File: config.mk
export PLATFORM = sky130hd
export DESIGN_NAME = step_sequencer_tick_unit
export DESIGN_NICKNAME = d
export VERILOG_FILES = /design/src/hdl/sst_pkg.sv /design/src/hdl/sst_div.sv /design/src/hdl/step_sequencer_tick_unit.sv
export SDC_FILE = /design/constraint.sdc
export NUM_CORES = 1
export LEC_CHECK = 0
export BUFFER_PORTS_ARGS = -buffer_cell sky130_fd_sc_hd__buf_2
export CAP_MARGIN = 20
export CELL_PAD_IN_SITES_DETAIL_PLACEMENT = 1
export CELL_PAD_IN_SITES_GLOBAL_PLACEMENT = 2
export CORE_MARGIN = 2
export CORE_UTILIZATION = 36
export CTS_CLUSTER_DIAMETER = 40
export DETAILED_ROUTE_END_ITERATION = 16
export PLACE_DENSITY_LB_ADDON = 0.1
export REMOVE_ABC_BUFFERS = 1
export SKIP_CTS_REPAIR_TIMING = 1
export SKIP_LAST_GASP = 1
export SYNTH_ARGS = -nofsm -noshare
export SYNTH_HDL_FRONTEND = slang
export SYNTH_SLANG_ARGS = --single-unit
File: constraint.sdc
create_clock -name clk -period 5.93 [get_ports clk]
set_clock_uncertainty 0.05 [all_clocks]
set_input_delay 0.593 -clock clk [delete_from_list [all_inputs] [get_ports clk]]
set_output_delay 0.593 -clock clk [all_outputs]
set_load 0.01 [all_outputs]
File: src/hdl/sst_pkg.sv
`timescale 1ns / 1ps
`default_nettype none
// ----------------------------------------------------------------------------
// sst_pkg - step sequencer tick unit package
// Shared sizes, event codes, word types and constant tables.
// ----------------------------------------------------------------------------
package sst_pkg;

  localparam int NUM_STEPS      = 8;
  localparam int TICKS_PER_STEP = 128;

  localparam int STEP_W    = $clog2(NUM_STEPS);
  localparam int TICK_W    = $clog2(TICKS_PER_STEP);
  localparam int NOTE_W    = 7;
  localparam int PERIOD_W  = 16;
  localparam int DIV_W     = 4;
  localparam int DIV_CNT_W = $clog2(PERIOD_W);
  localparam int CMP_W     = (TICK_W > NOTE_W) ? TICK_W : NOTE_W;

  localparam logic [1:0] EV_NONE = 2'd0;
  localparam logic [1:0] EV_ON   = 2'd1;
  localparam logic [1:0] EV_OFF  = 2'd2;

  localparam logic [NOTE_W-1:0] VEL_DEFAULT = 7'd100;
  localparam logic [NOTE_W-1:0] PITCH_MAX   = 7'd60;
  localparam logic [NOTE_W-1:0] PITCH_BASE  = 7'd20;

  typedef struct packed {
    logic       req_type;
    logic       record_enable;
    logic [9:0] knob_sample;
  } in_word_t;

  typedef struct packed {
    logic [1:0]          note_event;
    logic [NOTE_W-1:0]   event_note;
    logic [NOTE_W-1:0]   event_velocity;
    logic [PERIOD_W-1:0] tone_period;
    logic [2:0]          step_index;
    logic                tone_gate;
  } out_word_t;

  typedef struct packed {
    logic busy;
    logic done;
  } div_stat_t;

  function automatic logic [NOTE_W-1:0] step_length_f(input int unsigned i);
    return NOTE_W'(127 >> (i & 3));
  endfunction

  function automatic logic [NOTE_W-1:0] step_pitch_init_f(input int unsigned i);
    return NOTE_W'((69 + i + (i & 1)) & 127);
  endfunction

  function automatic logic [PERIOD_W-1:0] period_base_f(input logic [3:0] semi);
    logic [PERIOD_W-1:0] p;
    unique case (semi)
      4'd0:    p = 16'd36363;
      4'd1:    p = 16'd34334;
      4'd2:    p = 16'd32388;
      4'd3:    p = 16'd30592;
      4'd4:    p = 16'd28880;
      4'd5:    p = 16'd27257;
      4'd6:    p = 16'd25723;
      4'd7:    p = 16'd24279;
      4'd8:    p = 16'd22922;
      4'd9:    p = 16'd21621;
      4'd10:   p = 16'd20408;
      4'd11:   p = 16'd19253;
      default: p = 16'd0;
    endcase
    return p;
  endfunction

endpackage
`default_nettype wire

File: src/hdl/sst_div.sv
`timescale 1ns / 1ps
`default_nettype none
// ----------------------------------------------------------------------------
// sst_div - radix-2 restoring divider
// Divides the 16-bit period base by a small divisor, one quotient bit per cycle.
// ----------------------------------------------------------------------------
module sst_div
  import sst_pkg::*;
(
  input  wire logic                clk,
  input  wire logic                rst_n,
  input  wire logic                start,
  input  wire logic [PERIOD_W-1:0] dividend,
  input  wire logic [DIV_W-1:0]    divisor,
  output div_stat_t                stat,
  output logic      [PERIOD_W-1:0] quotient
);

  logic                 busy_r, busy_nxt;
  logic                 done_r, done_nxt;
  logic [DIV_CNT_W-1:0] cnt_r, cnt_nxt;
  logic [DIV_W-1:0]     rem_r, rem_nxt;
  logic [DIV_W-1:0]     dvs_r, dvs_nxt;
  logic [PERIOD_W-1:0]  quo_r, quo_nxt;
  logic [DIV_W:0]       trial;
  logic [DIV_W:0]       diff;
  logic                 fits;

  assign trial = {rem_r, quo_r[PERIOD_W-1]};
  assign diff  = trial - {1'b0, dvs_r};
  assign fits  = trial >= {1'b0, dvs_r};

  always_comb begin
    busy_nxt = busy_r;
    done_nxt = 1'b0;
    cnt_nxt  = cnt_r;
    rem_nxt  = rem_r;
    dvs_nxt  = dvs_r;
    quo_nxt  = quo_r;
    if (start) begin
      busy_nxt = 1'b1;
      cnt_nxt  = '0;
      rem_nxt  = '0;
      dvs_nxt  = divisor;
      quo_nxt  = dividend;
    end else if (busy_r) begin
      rem_nxt = fits ? diff[DIV_W-1:0] : trial[DIV_W-1:0];
      quo_nxt = {quo_r[PERIOD_W-2:0], fits};
      cnt_nxt = cnt_r + 1'b1;
      if (cnt_r == DIV_CNT_W'(PERIOD_W - 1)) begin
        busy_nxt = 1'b0;
        done_nxt = 1'b1;
      end
    end
  end

  always_ff @(posedge clk) begin
    if (!rst_n) begin
      busy_r <= 1'b0;
      done_r <= 1'b0;
      cnt_r  <= '0;
    end else begin
      busy_r <= busy_nxt;
      done_r <= done_nxt;
      cnt_r  <= cnt_nxt;
    end
    rem_r <= rem_nxt;
    dvs_r <= dvs_nxt;
    quo_r <= quo_nxt;
  end

  assign stat.busy = busy_r;
  assign stat.done = done_r;
  assign quotient  = quo_r;

endmodule
`default_nettype wire

File: src/hdl/step_sequencer_tick_unit.sv
`timescale 1ns / 1ps
`default_nettype none
// ----------------------------------------------------------------------------
// step_sequencer_tick_unit - tick-driven eight-step note sequencer
// Advances a tick counter and step pointer, reports note events and tone period.
// ----------------------------------------------------------------------------
// usage:
//   input channel (in_valid / in_stall / in_word) takes one tick word: a
//   sequence tick or a drum tick, with record flag and knob sample
//   output channel (out_valid / out_stall / out_word) returns exactly one
//   result word per tick: note event, note, velocity, tone period, step, gate
//   path: a drum tick or a sequence tick without step wrap goes from accept
//   through EVAL and DONE to out_valid; a tick that wraps to a new step also
//   passes PLAY and DIV, waiting for the one-bit-per-cycle period divider
//   the block holds in_stall high from accept until its result is loaded
//   into the output register, so one tick is in work at a time; a new tick
//   is accepted while the previous result still waits in the output register
//   receiver stall: a finished result waits in the work engine until the
//   output register is free, in_stall stays high meanwhile
//   reset: synchronous, rst_n low; step pitches, gates, counter, step
//   pointer and held period return to their power-up values at once
// ----------------------------------------------------------------------------
module step_sequencer_tick_unit
  import sst_pkg::*;
(
  input  wire logic     clk,
  input  wire logic     rst_n,
  input  wire logic     in_valid,
  output logic          in_stall,
  input  wire in_word_t in_word,
  output logic          out_valid,
  input  wire logic     out_stall,
  output out_word_t     out_word
);

  localparam logic [2:0] S_IDLE = 3'd0;
  localparam logic [2:0] S_EVAL = 3'd1;
  localparam logic [2:0] S_PLAY = 3'd2;
  localparam logic [2:0] S_DIV  = 3'd3;
  localparam logic [2:0] S_DONE = 3'd4;

  logic [2:0]          state_r, state_nxt;
  in_word_t            req_r, req_nxt;
  logic [TICK_W-1:0]   tick_r, tick_nxt;
  logic [STEP_W-1:0]   cur_r, cur_nxt;
  logic [PERIOD_W-1:0] period_r, period_nxt;
  logic [NOTE_W-1:0]   pitch_r [NUM_STEPS];
  logic [NOTE_W-1:0]   pitch_nxt [NUM_STEPS];
  logic [NUM_STEPS-1:0] gate_r, gate_nxt;
  logic [1:0]          ev_r, ev_nxt;
  logic [NOTE_W-1:0]   note_r, note_nxt;
  logic [NOTE_W-1:0]   vel_r, vel_nxt;
  logic                out_valid_r, out_valid_nxt;
  out_word_t           out_word_r, out_word_nxt;

  logic [TICK_W:0]     tick_inc;
  logic [TICK_W-1:0]   tick_new;
  logic [STEP_W-1:0]   cur_inc;
  logic [NOTE_W-1:0]   cur_pitch;
  logic [NOTE_W-1:0]   knob_note;
  logic [NOTE_W-1:0]   rec_note;
  logic [NOTE_W-1:0]   play_note;
  logic [12:0]         note_x43;
  logic [DIV_W-1:0]    octave;
  logic [3:0]          semi;
  logic [TICK_W:0]     tick_p1;
  logic [5:0]          drum_fac;
  logic [TICK_W+6:0]   drum_prod;
  logic                accept;
  logic                div_start;
  div_stat_t           div_stat;
  logic [PERIOD_W-1:0] div_quo;

  assign accept    = in_valid && !in_stall;
  assign in_stall  = state_r != S_IDLE;

  assign tick_inc  = (TICK_W+1)'(tick_r) + 1'b1;
  assign tick_new  = (tick_inc == (TICK_W+1)'(TICKS_PER_STEP)) ? '0 : tick_inc[TICK_W-1:0];
  assign cur_inc   = (cur_r == STEP_W'(NUM_STEPS - 1)) ? '0 : cur_r + 1'b1;
  assign cur_pitch = pitch_r[cur_r];

  assign knob_note = NOTE_W'(req_r.knob_sample[9:5]) + PITCH_BASE;
  assign rec_note  = (knob_note < PITCH_MAX) ? knob_note : PITCH_MAX;
  assign play_note = req_r.record_enable ? rec_note : cur_pitch;

  // note / 12 by reciprocal, exact for 7-bit notes
  assign note_x43  = 13'(play_note) * 13'd43;
  assign octave    = note_x43[12:9];
  assign semi      = 4'(play_note - NOTE_W'(octave) * 7'd12);

  assign tick_p1   = (TICK_W+1)'(tick_r) + 1'b1;
  assign drum_fac  = 6'd10 + 6'd10 * (6'(cur_r) & 6'd3);
  assign drum_prod = (TICK_W+7)'(tick_p1) * (TICK_W+7)'(drum_fac);

  assign div_start = state_r == S_PLAY;

  sst_div u_div (
    .clk      (clk),
    .rst_n    (rst_n),
    .start    (div_start),
    .dividend (period_base_f(semi)),
    .divisor  (octave + 1'b1),
    .stat     (div_stat),
    .quotient (div_quo)
  );

  always_comb begin
    state_nxt     = state_r;
    req_nxt       = req_r;
    tick_nxt      = tick_r;
    cur_nxt       = cur_r;
    period_nxt    = period_r;
    pitch_nxt     = pitch_r;
    gate_nxt      = gate_r;
    ev_nxt        = ev_r;
    note_nxt      = note_r;
    vel_nxt       = vel_r;
    out_valid_nxt = out_valid_r && out_stall;
    out_word_nxt  = out_word_r;
    unique case (state_r)
      S_IDLE: begin
        if (accept) begin
          req_nxt   = in_word;
          state_nxt = S_EVAL;
        end
      end
      S_EVAL: begin
        ev_nxt    = EV_NONE;
        note_nxt  = '0;
        vel_nxt   = '0;
        state_nxt = S_DONE;
        if (req_r.req_type) begin
          period_nxt = PERIOD_W'({drum_prod, 1'b0});
        end else begin
          tick_nxt = tick_new;
          if (CMP_W'(tick_new) == CMP_W'(step_length_f(int'(cur_r)))) begin
            gate_nxt[cur_r] = 1'b0;
            ev_nxt          = EV_OFF;
            note_nxt        = cur_pitch;
          end
          if (tick_new == '0) begin
            cur_nxt   = cur_inc;
            state_nxt = S_PLAY;
          end
        end
      end
      S_PLAY: begin
        if (req_r.record_enable) begin
          pitch_nxt[cur_r] = rec_note;
        end
        gate_nxt[cur_r] = 1'b1;
        ev_nxt          = EV_ON;
        note_nxt        = play_note;
        vel_nxt         = VEL_DEFAULT;
        state_nxt       = S_DIV;
      end
      S_DIV: begin
        if (div_stat.done) begin
          period_nxt = div_quo;
          state_nxt  = S_DONE;
        end
      end
      S_DONE: begin
        if (!out_valid_r || !out_stall) begin
          out_valid_nxt               = 1'b1;
          out_word_nxt.note_event     = ev_r;
          out_word_nxt.event_note     = note_r;
          out_word_nxt.event_velocity = vel_r;
          out_word_nxt.tone_period    = period_r;
          out_word_nxt.step_index     = 3'(cur_r);
          out_word_nxt.tone_gate      = gate_r[cur_r];
          state_nxt                   = S_IDLE;
        end
      end
      default: begin
        state_nxt = S_IDLE;
      end
    endcase
  end

  always_ff @(posedge clk) begin
    if (!rst_n) begin
      state_r     <= S_IDLE;
      tick_r      <= '0;
      cur_r       <= '0;
      period_r    <= '0;
      gate_r      <= '1;
      out_valid_r <= 1'b0;
      for (int i = 0; i < NUM_STEPS; i++) begin
        pitch_r[i] <= step_pitch_init_f(i);
      end
    end else begin
      state_r     <= state_nxt;
      tick_r      <= tick_nxt;
      cur_r       <= cur_nxt;
      period_r    <= period_nxt;
      gate_r      <= gate_nxt;
      out_valid_r <= out_valid_nxt;
      pitch_r     <= pitch_nxt;
    end
    req_r      <= req_nxt;
    ev_r       <= ev_nxt;
    note_r     <= note_nxt;
    vel_r      <= vel_nxt;
    out_word_r <= out_word_nxt;
  end

  assign out_valid = out_valid_r;
  assign out_word  = out_word_r;

  a_div_busy_in_div: assert property (@(posedge clk) disable iff (!rst_n)
    div_stat.busy |-> state_r == S_DIV)
    else $error("divider busy outside divide state");

  a_accept_leaves_idle: assert property (@(posedge clk) disable iff (!rst_n)
    accept |=> state_r == S_EVAL)
    else $error("accepted word did not start evaluation");

  a_on_gate_set: assert property (@(posedge clk) disable iff (!rst_n)
    out_valid_r && out_word_r.note_event == EV_ON |-> out_word_r.tone_gate)
    else $error("note-on reported with gate low");

  a_vel_only_on: assert property (@(posedge clk) disable iff (!rst_n)
    out_valid_r && out_word_r.note_event != EV_ON |-> out_word_r.event_velocity == '0)
    else $error("velocity reported without note-on");

  a_event_code: assert property (@(posedge clk) disable iff (!rst_n)
    out_valid_r |-> out_word_r.note_event == EV_NONE || out_word_r.note_event == EV_ON
                    || out_word_r.note_event == EV_OFF)
    else $error("bad note event code");

endmodule
`default_nettype wire

# After elaboration in Yosys (flattened, before gate mapping)
# Memories as Yosys holds them, arrays and structs flattened.
# Cells that the tools add are included.
[classes] mux=42 bitwise_logic=7 shifts=1 magnitude_cmp=6 eq_ne=14 n_reduce_logical=24 addsub=8 n_mul=4 div=0
[ops] cell="two-way mux 16 bit" n=4
[ops] cell="bitwise mux 56 bit" n=1
[ops] cell="two-way mux 7 bit" n=7
[ops] cell="case mux 16 bit (2 select lines)" n=1
[ops] cell="case mux 7 bit (2 select lines)" n=2
[ops] cell="binary-select mux 7 bit (select 3 bit)" n=1
[ops] cell="demux 7 bit (select 3 bit)" n=1
[ops] cell="two-way mux 3 bit" n=6
[ops] cell="two-way mux 8 bit" n=2
[ops] cell="case mux 8 bit (2 select lines)" n=1
[ops] cell="case mux 3 bit (5 select lines)" n=1
[ops] cell="multiplier 8 x 6 -> 14 bit" n=1
[ops] cell="multiplier 7 x 6 -> 13 bit (second input constant)" n=1
[ops] cell="AND reduction 3 bit" n=4
[ops] cell="inequality test 2 bit (second input constant)" n=5
[ops] cell="adder 4 x 1 -> 4 bit (second input constant)" n=2
[ops] cell="adder 7 x 1 -> 8 bit (second input constant)" n=1
[ops] cell="bitwise AND 8 bit" n=1
[ops] cell="equality test 8 bit (second input constant)" n=1
[ops] cell="two-way mux 1 bit" n=8
[ops] cell="inverter 8 bit" n=1
[ops] cell="bitwise OR 8 bit" n=1
[ops] cell="AND reduction 2 bit" n=4
[ops] cell="subtractor 4 bit" n=2
[ops] cell="35 further kinds" n=47
[totals] latch_bits=0 memories=1 register_bits=188 ram_bits=0 romBits=256
[mem_list] name="(name not given)" words=16 word_bits=16 read_ports=1 rd_ports_with_merged_regs=0 write_ports=0 line_no="sst_pkg.sv:58" text="unique case (semi)"

# Depth between registers and ports, before layout
# An unclocked memory read counts as a cell.
[logic_depth] word_depth=10 ltp_mapped=25 depth_no_buf=24

# Hierarchy
# From an unflattened synthesis, not the netlist that was laid out.
[hier_totals] hier_cells=991 area_unflattened_um2=9934.5
[modules_own_cells] mod="step_sequencer_tick_unit" cells_per_inst=887 seq_area_each_um2=3293.2 n_inst=1 area_each_um2=8541.9
[modules_own_cells] mod="sst_div" cells_per_inst=104 seq_area_each_um2=800.8 n_inst=1 area_each_um2=1392.6

# Worst setup path after synthesis
# No wires, ideal clock.
[synth_path] path_type="register to register" start="reg cur_r[2]" end="reg u_div.quo_r[12], in the netlist u_div.quotient[12], data pin" setup_ns=0.259 period_less_slack_ns=5.698 setup_slack_ns=0.232 required_ns=5.621 t_arrival_ns=5.389 path_stages_with_launch=26 path_cell_list="dfxtp_1 > buf_4 > buf_2 > buf_2 > mux4_2 > o21ai_0 > nand2_1 > o21ai_0 > inv_1 > ha_1 > inv_1 > fa_1 > fa_1 > inv_1 > ha_1 > nor3_1 > nand2_1 > a31o_2 > a31o_2 > xor2_1 > ha_1 > xor2_1 > xor2_1 > buf_2 > nor2_1 > a211o_1"
[synth_via] elab_chain_cells=10
[synth_rtl] element="start, declared" line_no="step_sequencer_tick_unit.sv:45" text="logic [STEP_W-1:0] cur_r, cur_nxt;"
[synth_rtl] element="start signal, assigned" line_no="step_sequencer_tick_unit.sv:195" text="cur_r <= cur_nxt;"
[synth_rtl] element="inverter 3 -> 4 bit (implied by the code) (*)" line_no="step_sequencer_tick_unit.sv:80" text="assign cur_pitch = pitch_r[cur_r];"
[synth_rtl] element="binary-select mux 7 bit (select 3 bit) (*)" line_no="step_sequencer_tick_unit.sv:80"
[synth_rtl] element="two-way mux 7 bit (implied by the code) (*) (2 in series)" line_no="step_sequencer_tick_unit.sv:80"
[synth_rtl] element="two-way mux 7 bit (*)" line_no="step_sequencer_tick_unit.sv:84" text="assign play_note = req_r.record_enable ? rec_note : cur_pitch;"
[synth_rtl] element="multiplier 7 x 6 -> 13 bit" line_no="step_sequencer_tick_unit.sv:87" text="assign note_x43 = 13'(play_note) * 13'd43;"
[synth_rtl] element="multiplier 4 x 2 -> 2 bit" line_no="step_sequencer_tick_unit.sv:89" text="assign semi = 4'(play_note - NOTE_W'(octave) * 7'd12);"
[synth_rtl] element="subtractor 4 bit (*)" line_no="step_sequencer_tick_unit.sv:89"
[synth_rtl] element="memory (16 x 16 bit) (*)"
[synth_rtl] element="two-way mux 16 bit (*)" line_no="sst_div.sv:40" text="if (start) begin"
[synth_rtl] element="via u_div.quo_nxt[12]" line_no="sst_div.sv:24" text="logic [PERIOD_W-1:0] quo_r, quo_nxt;"
[synth_rtl] element="end signal, assigned" line_no="sst_div.sv:69" text="quo_r <= quo_nxt;"
[synth_rtl] element="end, declared" line_no="sst_div.sv:24"
# Mark *: on every way through the listed nets, which the timed path passes. The rest lies on a longest branch. The select of a mux whose other input is x is not followed.
# A chain may end at the register's enable or synchronous reset.

# Worst setup path after layout
[layout_path] start="reg cur_r[1]" end="reg u_div.quo_r[10], in the netlist u_div.quotient[10], data pin"
# Same word-level chain as after synthesis.

==> results.json <==
{
  "dp.cells": 1411,
  "dp_hpwl_um": 19400,
  "slew_viol_final": 0,
  "layout.nets": 1213,
  "netSwitchingFraction_pct": 29.7,
  "rows": 60,
  "critPathKind": "flip-flop to flip-flop",
  "clockPowerShare_pct": 37.2,
  "finalHoldWorstSlack_ns": 0.290,
  "core_region_area_sq_mm": 0.0268,
  "rr_worst_depth": 23,
  "antenna_found_initial": 0,
  "whs_path_depth": 1,
  "num_vias": 7360,
  "final_layout_size_suffix_gt1_share_pct": 17.8,
  "worst_slew_pin_slew_ns": 0.903,
  "initial_core_util_pct": 36.5,
  "clkTransAtPathRegs_ns": 0.07,
  "synthArstFlopShare_pct": 0,
  "final_area_sq_mm": 0.0116,
  "internal-power_mw": 2.28,
  "period_needed_ns": 5.73,
  "area_delta_synth_final_pct": 18.8,
  "drv_cap": 0,
  "synth_edf_count": 67,
  "wl_um": 26200,
  "fmax_mhz": 174,
  "pre_cts_ws_ns": -0.0511,
  "hold_class": "input pin to flip-flop",
  "yosys_warnings": 0,
  "peakVddDrop_mv": 0.181,
  "cts_tree": "yes",
  "port_buffers": 44,
  "layout.cells.non_filler": 1446,
  "first_pass_iters": 4,
  "clock-sinks": 171,
  "boundaryPins": 54,
  "fin_setup_tns_ns": 0,
  "synthTopCellsByArea": "dfxtp_1 21%, edfxtp_1 21%, ha_1 10%",
  "arrival_ns": 5.85,
  "setup_viol": 0,
  "drc_errors": 0,
  "clk_latency_ns": 0.43,
  "fill_cells": 3010,
  "synth-seq-cells": 171,
  "r2r_start": "cur_r[1]",
  "syn_avg_cell_area_sq_um": 9.76,
  "cts_buffer_depth": 2,
  "r2r-end": "u_div.quotient[10]",
  "gpl.final_weighted_congestion": 0.782,
  "max_slew_margin_pct": 39.6,
  "grt_start_max_net_pins": 53,
  "syn_inst": 1002,
  "cts_buffers": 17,
  "power.leakage_nw": 5.20,
  "dpl-instance-area_sq_mm": 0.0108,
  "synth.top_cell.area_share_pct": 21.3,
  "finalCritPeriodShare_pct": 96.7,
  "route.antenna.remaining_nets": 0,
  "dieArea_sq_mm": 0.0285,
  "cp-start-kind": "flip-flop",
  "utilization_pct": 43.4,
  "drt_iter0_drc": 249,
  "die_h_um": 169,
  "min_from": "in_word[7]",
  "cts_root_buf": "clkbuf_16",
  "grt_usage_pct": 19.0,
  "dieWidth_um": 169,
  "critPathMaxFanout": 8,
  "wire_per_inst_um": 18.1,
  "min_to": "req_r[7]",
  "grt_pass1_vias": 7724,
  "p_comb_share_pct": 23.9,
  "power_density_mw_per_mm2": 279,
  "grt_pass1_wl_um": 42300,
  "synth.yosys.seq_area_share_pct": 41.9,
  "grt.overflow.total": 0,
  "hold_viol": 0,
  "status": "finished, final reports clean",
  "switching_power_mw": 0.961,
  "multi_input_area_sq_mm": 0.00533,
  "p_total_mw": 3.24,
  "synth_top_area_cell": "dfxtp_1",
  "setup_slack_ns": 0.195,
  "critical_path_required_ns": 6.05,
  "critPathCaptureType": "flip-flop",
  "r2r_slack_ns": 0.20,
  "register_area_sq_mm": 0.00410,
  "pwr-share-seq_pct": 38.9,
  "htreeDepth": 4,
  "ys.flop_type": "dfxtp_1",
  "vias_per_cell": 5.09,
  "syn-cell-area_sq_mm": 0.00978,
  "diodes": 0,
  "synth_cell_types": 67
}
state kept, by name (all words and copies together), names as in the netlist, 2 cells and up, named ones only:
register	count
u_div.quotient	16
u_div.cnt_r	4
u_div.rem_r	4
pitch_r	56
period_r	16
out_word	30
ev_r	2
state_r	3
u_div.dvs_r	4
note_r	7
cur_r	3
tick_r	7
req_r	7
layout make-up:
type / instances / area share [%]
multi-input combinational: 703 / 45.9
sequential: 171 / 35.3
timing repair buffer: 123 / 7.25
clock buffer: 21 / 4.16
tap: 341 / 3.67
inverter: 76 / 2.49
clock inverter: 11 / 1.24
placed cells by master, fill, tap and decap left out, types with 21 or more instances in the layout:
cell type	synthesis	routed
nor2_1	48	48
inv_1	75	75
xnor2_1	21	21
o211ai_1	34	34
o211a_1	22	22
dfxtp_1	104	101
ha_1	79	73
fa_1	26	26
buf_2	7	44
a21oi_1	26	22
nand2_1	158	157
nand3_1	33	33
edfxtp_1	67	67
buf_4	7	76
o21ai_0	38	35
nor2b_1	22	22
cell families (layout without fill, tap and decap cells):
family / Yosys count / count (layout) / share of synthesized area, %
AO/OA/AOI/OAI: 188 / 188 / 13.9
flip-flops: 171 / 171 / 41.9
buffers and inverters: 131 / 231 / 5.39
multiplexers: 26 / 26 / 3.31
other: 1 / 4 / 0.0383
XOR/XNOR: 40 / 40 / 3.94
AND/OR/NAND/NOR: 340 / 340 / 16.1
adder cells (fa/ha/maj): 105 / 105 / 15.4
worst max-delay path, stage by stage, from the launching register on:
cell	delay, ns
dfxtp_4	0.36
buf_4	0.14
buf_4	0.15
buf_4	0.14
a311oi_2	0.21
a21oi_2	0.07
a221o_1	0.33
mux2_4	0.33
buf_4	0.15
ha_1	0.32
ha_4	0.23
fa_1	0.55
ha_2	0.27
nand4_1	0.10
nand2_2	0.09
a31o_4	0.24
a31o_2	0.26
xor2_1	0.15
ha_2	0.39
xor2_4	0.25
xor2_1	0.10
buf_4	0.17
or3_4	0.33
o211a_1	0.12
how the worst max path moves through the flow:
stage / slack, ns / endpoint / startpoint
2_1_floorplan: -0.45 / u_div.quotient[12] / cur_r[2]
3_3_place_gp: 0.009 / u_div.quotient[10] / cur_r[2]
3_5_place_dp: -0.05 / u_div.quotient[10] / cur_r[2]
4_1_cts: -0.12 / u_div.quotient[10] / cur_r[2]
5_1_grt: -0.04 / u_div.quotient[10] / cur_r[2]
6_report: 0.20 / u_div.quotient[10] / cur_r[1]
layer usage:
metal	track usage (%)	up-vias	wire length, um
li1	-	3674	-
met1	25.5	3606	12400
met2	33.0	63	13100
met3	2.57	17	560
met4	3.71	0	187
met5	0	-	0
Yosys cell counts (4+ instances only):
master    instances
nand2_1         158
dfxtp_1         104
ha_1             79
inv_1            75
edfxtp_1         67
nor2_1           48
clkbuf_1         38
o21ai_0          38
o211ai_1         34
nand3_1          33
a21oi_1          26
fa_1             26
nor2b_1          22
o211a_1          22
xnor2_1          21
and2_1           17
xor2_1           16
a21boi_0         15
mux2i_1          14
nor3_1           14
nand2b_1         12
or3_1             9
nand4_1           8
buf_2             7
buf_4             7
mux2_2            7
and3_1            6
o22ai_1           5
a211o_1           4
a221o_1           4
mux4_2            4
o21a_1            4
power groups by stage:
stage          Combinational, mW  Clock, mW  Sequential [mW]
3_3_place_gp               0.680          0             1.29
5_1_grt                    0.858       1.28             1.26
3_5_place_dp               0.690          0             1.29
6_report                   0.774       1.21             1.26
2_1_floorplan              0.387          0             1.28
4_1_cts                    0.699       1.24             1.26
Note: power is estimated with default switching activity, not from simulation.
